--- config.mk ---
export PLATFORM = sky130hd
export DESIGN_NAME = range_set_clear_counter_unit
export DESIGN_NICKNAME = d
export VERILOG_FILES = /design/src/rtl/core/rscc_pkg.sv /design/src/rtl/core/rscc_bitmap.sv /design/src/rtl/core/range_set_clear_counter_unit.sv
export SDC_FILE = /design/constraint.sdc
export NUM_CORES = 2
export LEC_CHECK = 0
export BUFFER_PORTS_ARGS = -buffer_cell sky130_fd_sc_hd__buf_2
export CAP_MARGIN = 0
export CELL_PAD_IN_SITES_DETAIL_PLACEMENT = 0
export CELL_PAD_IN_SITES_GLOBAL_PLACEMENT = 1
export CORE_ASPECT_RATIO = 2
export CORE_MARGIN = 8
export CORE_UTILIZATION = 58
export CTS_CLUSTER_SIZE = 10
export DETAILED_ROUTE_END_ITERATION = 10
export GPL_TIMING_DRIVEN = 0
export PLACE_DENSITY = 0.82
export SLEW_MARGIN = 10
export SYNTH_ARGS = -nofsm -noshare
export SYNTH_HDL_FRONTEND = slang
export SYNTH_SLANG_ARGS = --single-unit
--- constraint.sdc ---
create_clock -name clk -period 18.5 [get_ports clk]
set_input_delay 0.925 -clock clk [delete_from_list [all_inputs] [get_ports clk]]
set_output_delay 0.925 -clock clk [all_outputs]
set_load 0.02 [all_outputs]
--- src/rtl/core/rscc_pkg.sv ---
// shared types, constants and helpers for the range set/clear counter
// no dependencies; used by rscc_bitmap and range_set_clear_counter_unit
package rscc_pkg;

	localparam int MAX_POSITIONS = 4096;
	localparam int WORD_BITS     = 64;
	localparam int POS_W         = 13;
	localparam int NUM_WORDS     = (MAX_POSITIONS + WORD_BITS - 1) / WORD_BITS;
	localparam int ADDR_W        = $clog2(NUM_WORDS);
	localparam int BIT_W         = $clog2(WORD_BITS);
	localparam int CNT_W         = $clog2(WORD_BITS + 1);

	typedef logic [WORD_BITS-1:0] word_t;
	typedef logic [ADDR_W-1:0]    addr_t;
	typedef logic [BIT_W-1:0]     bit_idx_t;
	typedef logic [POS_W-1:0]     pos_t;
	typedef logic [CNT_W-1:0]     cnt_t;

	// one word operation issued by the sequencer
	typedef struct packed {
		logic     rd_en;
		addr_t    addr;
		logic     first_word;
		logic     last_word;
		bit_idx_t b0;
		bit_idx_t b1;
		logic     set_op;
	} word_op_t;

	// what comes back from the bitmap
	typedef struct packed {
		logic  busy;
		logic  diff_valid;
		word_t diff;
	} bitmap_status_t;

	typedef enum logic [1:0] {
		ST_IDLE,
		ST_SCAN,
		ST_DRAIN,
		ST_DONE
	} state_t;

	function automatic cnt_t popcount(input word_t v);
		cnt_t c;
		c = '0;
		for (int i = 0; i < WORD_BITS; i++) c = c + cnt_t'(v[i]);
		return c;
	endfunction

endpackage

--- src/rtl/core/rscc_bitmap.sv ---
// mark bitmap memory with read-modify-write datapath
// depends on rscc_pkg
module rscc_bitmap (
	input  logic                    clk,
	input  logic                    arst_n,
	input  logic                    fill,
	input  rscc_pkg::word_op_t      op,
	output rscc_pkg::bitmap_status_t st
);

	rscc_pkg::word_t  mem_q [rscc_pkg::NUM_WORDS];
	logic [rscc_pkg::NUM_WORDS-1:0] valid_q;

	rscc_pkg::word_op_t op_s1;
	logic               op_vld_s1;
	logic               rd_vld_s1;
	rscc_pkg::word_t    rd_data_s1;

	rscc_pkg::word_t    word_s1;
	rscc_pkg::word_t    lo_mask;
	rscc_pkg::word_t    hi_mask;
	rscc_pkg::word_t    mask;
	rscc_pkg::word_t    new_word;
	rscc_pkg::word_t    changed;
	rscc_pkg::bit_idx_t hi_shift;

	rscc_pkg::word_t    diff_s2;
	logic               diff_vld_s2;

	// never-written words read as all ones
	assign word_s1  = rd_vld_s1 ? rd_data_s1 : '1;
	assign hi_shift = rscc_pkg::bit_idx_t'(rscc_pkg::WORD_BITS - 1) - op_s1.b1;
	assign lo_mask  = op_s1.first_word ? ({rscc_pkg::WORD_BITS{1'b1}} << op_s1.b0) : '1;
	assign hi_mask  = op_s1.last_word ? ({rscc_pkg::WORD_BITS{1'b1}} >> hi_shift) : '1;
	assign mask     = lo_mask & hi_mask;
	assign new_word = op_s1.set_op ? (word_s1 | mask) : (word_s1 & ~mask);
	assign changed  = mask & (op_s1.set_op ? ~word_s1 : word_s1);

	always_ff @(posedge clk) begin
		if (op.rd_en) begin
			rd_data_s1 <= mem_q[op.addr];
		end
		if (op_vld_s1) begin
			mem_q[op_s1.addr] <= new_word;
		end
	end

	always_ff @(posedge clk) begin
		op_s1   <= op;
		diff_s2 <= changed;
	end

	always_ff @(posedge clk or negedge arst_n) begin
		if (!arst_n) begin
			valid_q     <= '0;
			op_vld_s1   <= 1'b0;
			rd_vld_s1   <= 1'b0;
			diff_vld_s2 <= 1'b0;
		end else begin
			op_vld_s1   <= op.rd_en;
			rd_vld_s1   <= valid_q[op.addr];
			diff_vld_s2 <= op_vld_s1;
			if (fill) begin
				valid_q <= '0;
			end else if (op_vld_s1) begin
				valid_q[op_s1.addr] <= 1'b1;
			end
		end
	end

	assign st.busy       = op_vld_s1 | diff_vld_s2;
	assign st.diff_valid = diff_vld_s2;
	assign st.diff       = diff_s2;

endmodule

--- src/rtl/core/range_set_clear_counter_unit.sv ---
// top level of the range set/clear counter: sequencer, count and handshakes
// depends on rscc_pkg and rscc_bitmap
//
// usage
//  - input channel (in_valid/in_ready) carries func, first_position and
//    last_position; one transfer is one range operation
//  - output channel (out_valid/out_ready) carries marked_count, one transfer
//    per input transfer, in order
//  - cfg_wr_en/cfg_wr_data write positions_in_use (saturated to 4096); this
//    marks every position and reloads the count; write only while idle
//  - an item runs from the input transfer through the word scan and a
//    drain to output valid; the word scan runs one memory read-modify-
//    write per cycle, so the bitmap memory (one read port, one write
//    port) sets the rate, and the drain waits until the memory and count
//    pipeline (read, changed-bits and popcount stages) is empty; an empty
//    range skips the scan and goes straight to the done state
//  - one item is in work at a time; the next input is taken as soon as
//    the previous result sits in the output register
//  - if the receiver stalls, the finished count waits in the output
//    register and the following item finishes but waits in the done state
//  - reset marks every position (per-word valid bits cleared), sets
//    positions_in_use and the count to 4096; no clearing pass is needed
module range_set_clear_counter_unit (
	input  logic                     clk,
	input  logic                     arst_n,
	input  logic                     cfg_wr_en,
	input  logic [rscc_pkg::POS_W-1:0] cfg_wr_data,
	input  logic                     in_valid,
	output logic                     in_ready,
	input  logic                     func,
	input  logic [rscc_pkg::POS_W-1:0] first_position,
	input  logic [rscc_pkg::POS_W-1:0] last_position,
	output logic                     out_valid,
	input  logic                     out_ready,
	output logic [rscc_pkg::POS_W-1:0] marked_count
);

	rscc_pkg::state_t state_q, state_d;

	rscc_pkg::pos_t   n_q;
	rscc_pkg::pos_t   total_q;
	rscc_pkg::pos_t   cfg_clamped;

	// per-item registers
	rscc_pkg::addr_t    w_cur_q;
	rscc_pkg::addr_t    w_lo_q;
	rscc_pkg::addr_t    w_hi_q;
	rscc_pkg::bit_idx_t b0_q;
	rscc_pkg::bit_idx_t b1_q;
	logic               set_q;

	// range decode of the incoming item
	rscc_pkg::pos_t first_eff;
	rscc_pkg::pos_t last_eff;
	rscc_pkg::pos_t lo_bit;
	rscc_pkg::pos_t hi_bit;
	logic           nonempty;

	logic accept;
	logic advance;
	logic load_out;

	rscc_pkg::word_op_t       op;
	rscc_pkg::bitmap_status_t bm_st;

	// popcount stage of the changed bits
	rscc_pkg::cnt_t cnt_s3;
	logic           cnt_vld_s3;

	logic                     out_vld_q;
	rscc_pkg::pos_t           out_cnt_q;

	assign cfg_clamped = (cfg_wr_data > rscc_pkg::pos_t'(rscc_pkg::MAX_POSITIONS))
		? rscc_pkg::pos_t'(rscc_pkg::MAX_POSITIONS) : cfg_wr_data;

	// position zero counts as position one, the end clamps to n
	assign first_eff = (first_position == '0) ? rscc_pkg::pos_t'(1) : first_position;
	assign last_eff  = (last_position > n_q) ? n_q : last_position;
	assign nonempty  = (first_eff <= last_eff);
	assign lo_bit    = first_eff - rscc_pkg::pos_t'(1);
	assign hi_bit    = last_eff - rscc_pkg::pos_t'(1);

	rscc_bitmap u_bitmap (
		.clk    (clk),
		.arst_n (arst_n),
		.fill   (cfg_wr_en),
		.op     (op),
		.st     (bm_st)
	);

	// sequencer
	always_comb begin
		state_d    = state_q;
		in_ready   = 1'b0;
		accept     = 1'b0;
		advance    = 1'b0;
		load_out   = 1'b0;
		op.rd_en      = 1'b0;
		op.addr       = w_cur_q;
		op.first_word = (w_cur_q == w_lo_q);
		op.last_word  = (w_cur_q == w_hi_q);
		op.b0         = b0_q;
		op.b1         = b1_q;
		op.set_op     = set_q;
		case (state_q)
			rscc_pkg::ST_IDLE: begin
				in_ready = 1'b1;
				if (in_valid) begin
					accept  = 1'b1;
					state_d = nonempty ? rscc_pkg::ST_SCAN : rscc_pkg::ST_DONE;
				end
			end
			rscc_pkg::ST_SCAN: begin
				// one word read per cycle, addresses never repeat within an item
				op.rd_en = 1'b1;
				advance  = 1'b1;
				if (w_cur_q == w_hi_q) begin
					state_d = rscc_pkg::ST_DRAIN;
				end
			end
			rscc_pkg::ST_DRAIN: begin
				if (!bm_st.busy && !cnt_vld_s3) begin
					state_d = rscc_pkg::ST_DONE;
				end
			end
			rscc_pkg::ST_DONE: begin
				if (!out_vld_q || out_ready) begin
					load_out = 1'b1;
					state_d  = rscc_pkg::ST_IDLE;
				end
			end
			default: begin
				state_d = rscc_pkg::ST_IDLE;
			end
		endcase
	end

	always_ff @(posedge clk or negedge arst_n) begin
		if (!arst_n) begin
			state_q <= rscc_pkg::ST_IDLE;
		end else begin
			state_q <= state_d;
		end
	end

	// item registers
	always_ff @(posedge clk) begin
		if (accept) begin
			w_cur_q <= lo_bit[rscc_pkg::BIT_W +: rscc_pkg::ADDR_W];
			w_lo_q  <= lo_bit[rscc_pkg::BIT_W +: rscc_pkg::ADDR_W];
			w_hi_q  <= hi_bit[rscc_pkg::BIT_W +: rscc_pkg::ADDR_W];
			b0_q    <= lo_bit[rscc_pkg::BIT_W-1:0];
			b1_q    <= hi_bit[rscc_pkg::BIT_W-1:0];
			set_q   <= func;
		end else if (advance) begin
			w_cur_q <= w_cur_q + rscc_pkg::addr_t'(1);
		end
		cnt_s3 <= rscc_pkg::popcount(bm_st.diff);
	end

	// count, configuration and output register
	always_ff @(posedge clk or negedge arst_n) begin
		if (!arst_n) begin
			n_q        <= rscc_pkg::pos_t'(rscc_pkg::MAX_POSITIONS);
			total_q    <= rscc_pkg::pos_t'(rscc_pkg::MAX_POSITIONS);
			cnt_vld_s3 <= 1'b0;
			out_vld_q  <= 1'b0;
			out_cnt_q  <= '0;
		end else begin
			cnt_vld_s3 <= bm_st.diff_valid;
			if (cfg_wr_en) begin
				n_q     <= cfg_clamped;
				total_q <= cfg_clamped;
			end else if (cnt_vld_s3) begin
				// set adds newly marked bits, clear removes formerly marked ones
				total_q <= set_q ? (total_q + rscc_pkg::pos_t'(cnt_s3))
				                 : (total_q - rscc_pkg::pos_t'(cnt_s3));
			end
			if (load_out) begin
				out_vld_q <= 1'b1;
				out_cnt_q <= total_q;
			end else if (out_ready) begin
				out_vld_q <= 1'b0;
			end
		end
	end

	assign out_valid    = out_vld_q;
	assign marked_count = out_cnt_q;

	// the count can never pass the number of tracked positions
	assert property (@(posedge clk) disable iff (!arst_n) total_q <= n_q)
		else $error("marked total exceeds positions in use");

	// a configuration write reloads the count with the tracked size
	assert property (@(posedge clk) disable iff (!arst_n)
		cfg_wr_en |=> (total_q == n_q))
		else $error("count not reloaded after configuration write");

	// no bitmap work may be pending while a new item can be taken
	assert property (@(posedge clk) disable iff (!arst_n)
		(state_q == rscc_pkg::ST_IDLE) |-> (!bm_st.busy && !cnt_vld_s3))
		else $error("bitmap pipeline busy while idle");

	// a single word never changes more bits than it holds
	assert property (@(posedge clk) disable iff (!arst_n)
		cnt_vld_s3 |-> (cnt_s3 <= rscc_pkg::cnt_t'(rscc_pkg::WORD_BITS)))
		else $error("changed-bit count out of range");

	// the output register is only loaded from the done state
	assert property (@(posedge clk) disable iff (!arst_n)
		load_out |-> (state_q == rscc_pkg::ST_DONE && !bm_st.busy))
		else $error("result loaded before the item finished");

endmodule

* After elaboration in Yosys (flattened, before gate mapping)
Memory sizes are Yosys's and may differ from the RTL's. A register that Yosys moved wholly into a read port is not among the register bits.
Cells that the tools add are included.
** Cells by class
- Add/sub/neg operators :: 69
- Magnitude comparators :: 6
- Equal/unequal tests :: 9
- Shifts and indexed selects :: 2
- Multiplexer cells :: 35
- Bitwise gates (word level) :: 8
- Reductions and logical operators :: 13
** Operator list (number)
- $mux 64 :: 7
- $add 7x1->7 :: 57
- $and 64x64->64 :: 3
- $not 64->64 :: 2
- $or 64x64->64 :: 2
- $mux 13 :: 6
- $shl 64x6->64 const A :: 1
- $shr 64x6->64 const A :: 1
- $sub 12x1->12 const B :: 2
- $lt 6x7->1 const B :: 2
- $add 13x7->13 :: 1
- $gt 13x13->1 :: 1
- $gt 13x13->1 const B :: 1
- $le 13x13->1 :: 1
- $logic_not 13->1 :: 1
- $sub 13x7->13 :: 1
- $eq 6x6->1 :: 2
- $mux 1 :: 12
- $mux 6 :: 2
- $mux 2 :: 5
- $pmux 2 s4 :: 1
- $reduce_bool 2->1 :: 4
- $add 6x1->7 :: 1
- $add 5x1->6 :: 1
- 19 further kinds :: 25
** Word-level totals
- Bits in registers :: 233
- RAM bits :: 4096
- Bits of input ports :: 45
- Output and inout port bits :: 15
- Logic and storage cells :: 167
- Memories kept :: 1
** Memories
- u_bitmap.mem_q :: words 64, width 64, read ports 1, clocked after Yosys merged registers in 1, write ports 1, RTL line rscc_bitmap.sv:11 : rscc_pkg::word_t mem_q [rscc_pkg::NUM_WORDS];

* Longest topological paths before layout
- Depth in word-level cells :: 63
- Gate-level depth with buffers :: 22
- Depth with buffers taken out :: 22

* Cells and area by module
A second synthesis with hierarchy kept.
** Unflattened totals
- Cells, all modules :: 8094
- Area total of the unflattened synthesis :: 171335.6 um^2
** By module, submodules not included
- rscc_bitmap :: times used 1, cells an instance 7364, area an instance 164255.0 um^2, sequential area each 128298.0 um^2
- range_set_clear_counter_unit :: times used 1, cells an instance 730, area an instance 7080.5 um^2, sequential area each 2149.6 um^2

* Least setup slack after synthesis
No wires, ideal clock.
- Path kind :: reg-to-reg
- From :: register u_bitmap.op_s1[20] (netlist bit)
- To :: memory u_bitmap.mem_q[48][0] (netlist bit), enable pin
- Library setup time :: 0.567 ns
- Arrival time :: 5.362 ns
- Required time :: 17.933 ns
- Setup slack :: 12.571 ns
- Cell stages (with the launch flop) :: 5
- Path buffers :: 1
- Clock period less this slack :: 5.929 ns
- Path through :: dfxtp_1 clkbuf_1 nand3_1 or3_1 nor3_1
** RTL lines
- from (decl) :: RTL line rscc_bitmap.sv:14 : rscc_pkg::word_op_t op_s1;
- from (signal assigned) :: RTL line rscc_bitmap.sv:49 : op_s1 <= op;
- to (decl) :: RTL line rscc_bitmap.sv:11
No word-level cell before the write port.

* Worst setup path in the final report
- From :: register u_bitmap.diff_s2[63]
- To :: register cnt_s3[6]
** Between the ends
- Longest elaborated chain between the ends :: 1
** RTL lines
- from (decl) :: RTL line rscc_bitmap.sv:27 : rscc_pkg::word_t diff_s2;
- from (signal assigned) :: RTL line rscc_bitmap.sv:50 : diff_s2 <= changed;
- $add 7x1->7 :: RTL line rscc_pkg.sv:47 : for (int i = 0; i < WORD_BITS; i++) c = c + cnt_t'(v[i]);
- to (signal assigned) :: RTL line range_set_clear_counter_unit.sv:158 : cnt_s3 <= rscc_pkg::popcount(bm_st.diff);
- to (decl) :: RTL line range_set_clear_counter_unit.sv:67 : rscc_pkg::cnt_t cnt_s3;
No other way between the ends.
A chain may end at the register's enable or synchronous reset.

==> impl_metrics.tcl <==
set metrics [dict create \
    synth_cell_types 65 \
    cp-startpoint "u_bitmap.diff_s2[63]" \
    via_count 89848 \
    pre_cts_ws_ps 12150 \
    cp-end-kind "flop" \
    layout_commonest_cell "edfxtp_1" \
    peakVddDrop_mv 1.26 \
    synth_fp_nets 7751 \
    crit_type "reg2reg" \
    clock_latency_ps 1020 \
    synth_area_per_cell_um2 22.6 \
    syn_inst 7590 \
    status "finished clean" \
    post_cts_buffers 0 \
    globalplace.congestion 0.954 \
    async_reset_ff_share_pct 2.50 \
    fp.coreArea_um2 294000 \
    totalWireLength_um 552000 \
    p_leak_nw 62.4 \
    fin_nets 8579 \
    ys.flop_type "edfxtp_1" \
    cts.clk_slew.worst_paths_ps 70 \
    syn_to_final_growth_pct 14.4 \
    min_path_type "in2reg" \
    yosysWarnings 0 \
    required_ps 19360 \
    fin_crit_ps 6460 \
    wl_per_cell_um 44.4 \
    grt_pass1_wl_um 748000 \
    cts.path.max_buffers 4 \
    synth_top_area_share_pct 73.5 \
    start_util_pct 58.2 \
    setup_tns_ps 0 \
    clock_sinks 4393 \
    r2r-start "u_bitmap.diff_s2[63]" \
    ys_ff_latch 4393 \
    hpwl_um 356000 \
    setup_violations 0 \
    hold_viol 0 \
    die_w_um 400 \
    relSlewSlack_pct 6.80 \
    r2r_slack_ps 12040 \
    drt_iter0_drc 14054 \
    first_global_vias 92480 \
    clockRootBuffer "clkbuf_16" \
    ys_top_cells_by_area "edfxtp_1 73%, mux4_2 17%, dfrtp_1 1.6%" \
    cts_resized 0 \
    start_kind "flop" \
    grt.total_usage_pct 34.7 \
    arrival_ps 7320 \
    r2r_end "cnt_s3[6]" \
    slew_violations 0 \
    tritoncts "done" \
    fin_crit_sh_pct 34.9 \
    layout-drive-gt1-share_pct 28.9 \
    drc 0 \
    rows 282 \
    viasPerCell 7.22 \
    synth-seq-area-share_pct 76.1 \
    drv_cap 0 \
    io_pins 60 \
    final_cell_mix "4,191 x edfxtp_1, 1,300 x mux4_2, 483 x clkbuf_16" \
    crit_end "cnt_s3[6]" \
    synth_edf_count 4191 \
    fmax_mhz 155 \
    critPathMaxFanout 2 \
    antenna_found_initial 42 \
    power_density_nw_per_um2 175 \
    synth_area_um2 171000 \
    fin_worst_skew_ps 135 \
    rsz0062_at_grt "no" \
    port_buffers 58 \
    synth.largest_area_cell "edfxtp_1" \
    die_area_um2 314000 \
    overflow 0 \
    r2r_cells 22 \
    cts_buffers 481 \
    final_antenna_net_count 0 \
    layout_setup_ws_ps 12040 \
    grt_max_degree 65 \
    dr.pass1.iters 6 \
    worstMarginPinSlew_ps 1400 \
    hp-start "func" \
    htreeDepth 5 \
    fp.dieH_um 785 \
]
==> layer usage <==
metal	GRT usage (%)	part of all wire [%]
met1	37.0	29
met3	9.08	11
met4	29.7	11
met5	0	0.036
met2	57.5	49
==> per-stage QoR <==
stage | cells | util, % | hold WS [ps] | total power (W) | cell area, um^2
floorplan | 7590 | - | 323 | 0.0208 | 171000
global placement | 11482 | 60.0 | 338 | 0.0253 | 176000
detailed placement | 11763 | 62.1 | 328 | 0.0257 | 183000
CTS | 12369 | 66.5 | 59.6 | 0.0342 | 196000
global route | 12395 | 66.6 | 94.3 | 0.0353 | 196000
finish | 12437 | 66.6 | 94.9 | 0.0344 | 196000
==> kinds of logic after synthesis <==
kind of cell	count (synthesis)	synth area share (%)
DFF	4393	76.1
muxes	1385	17.6
and+or+nand+nor	676	1.81
buffers and inverters	521	1.26
AOI/OAI and AO/OA	377	1.44
xor gates and xnor gates	122	0.624
adders and majority gates	116	1.09
==> critical path, cell delays in order (launching register included) <==
cell and delay (ps):
dfxtp_1 290, inv_1 120, fa_1 460, fa_1 600, inv_1 90, fa_1 570, inv_1 90, fa_1 510
inv_1 50, fa_1 470, inv_1 50, fa_1 490, fa_1 520, fa_1 420, inv_1 70, ha_1 170
inv_1 70, fa_1 450, inv_1 80, a21oi_1 60, o21bai_1 190, a21oi_1 100, o21bai_1 380
==> layout make-up <==
class | instances | area, um^2
Sequential cell | 4393 | 130000
Fill cell | 17405 | 98200
Multi-Input combinational cell | 2676 | 39300
Clock buffer | 583 | 12500
Timing Repair Buffer | 345 | 6250
Tap cell | 3834 | 4800
Buffer | 410 | 1790
Clock inverter | 22 | 464
Inverter | 111 | 417
Antenna cell | 63 | 158
==> state kept, by name, summed over array words and instances (netlist names) <==
name	cells
b0_q	6
u_bitmap.valid_q	64
cnt_vld_s3	1
w_lo_q	6
out_valid	1
u_bitmap.mem_q	4096
w_hi_q	6
u_bitmap.op_vld_s1	1
cnt_s3	7
u_bitmap.diff_s2	64
w_cur_q	6
total_q	13
u_bitmap.rd_data_s1	64
marked_count	13
state_q	2
b1_q	6
u_bitmap.diff_vld_s2	1
u_bitmap.rd_vld_s1	1
n_q	13
set_q	1
u_bitmap.op_s1	21
==> timing repair <==
| action | CTS | global route |
|---|---|---|
| hold buffers | 1 | 0 |
| endpoints found under the setup margin | 0 | 0 |
| hold endpoints to repair | 53 | 0 |
==> how the worst min path moves through the flow <==
stage	endpoint	cells past startpoint	slack [ps]
global route	set_q	1	90
finish	set_q	1	90
floorplan	u_bitmap.op_s1[10]	0	320
global placement	u_bitmap.op_s1[12]	0	340
detailed placement	u_bitmap.op_s1[12]	0	330
CTS	set_q	1	60
==> synth_stat cells (all sizes together) (8+ instances only) <==
| master | number |
|---|---|
| o21bai | 10 |
| dfxtp | 92 |
| nor2 | 288 |
| fa | 55 |
| a21o | 19 |
| or2 | 8 |
| nand3 | 26 |
| or3 | 8 |
| and2 | 19 |
| a22oi | 133 |
| xor2 | 34 |
| inv | 111 |
| o21ai | 79 |
| o31ai | 8 |
| nand2 | 148 |
| a21oi | 77 |
| nor3 | 33 |
| clkbuf | 248 |
| xnor2 | 88 |
| mux4 | 1300 |
| nor2b | 31 |
| ha | 61 |
| mux2 | 80 |
| buf | 162 |
| nand2b | 75 |
| edfxtp | 4191 |
| dfrtp | 108 |
| nor4 | 11 |
==> where the power goes <==
| group | leakage, nW | switching (W) | internal [W] |
|---|---|---|---|
| registers | 39.9 | 0.000169 | 0.0119 |
| logic | 16.2 | 0.00849 | 0.00541 |
| clock network | 6.26 | 0.00376 | 0.00467 |
| total | 62.4 | 0.0124 | 0.0220 |
Note: power is estimated with default switching activity, not from simulation.
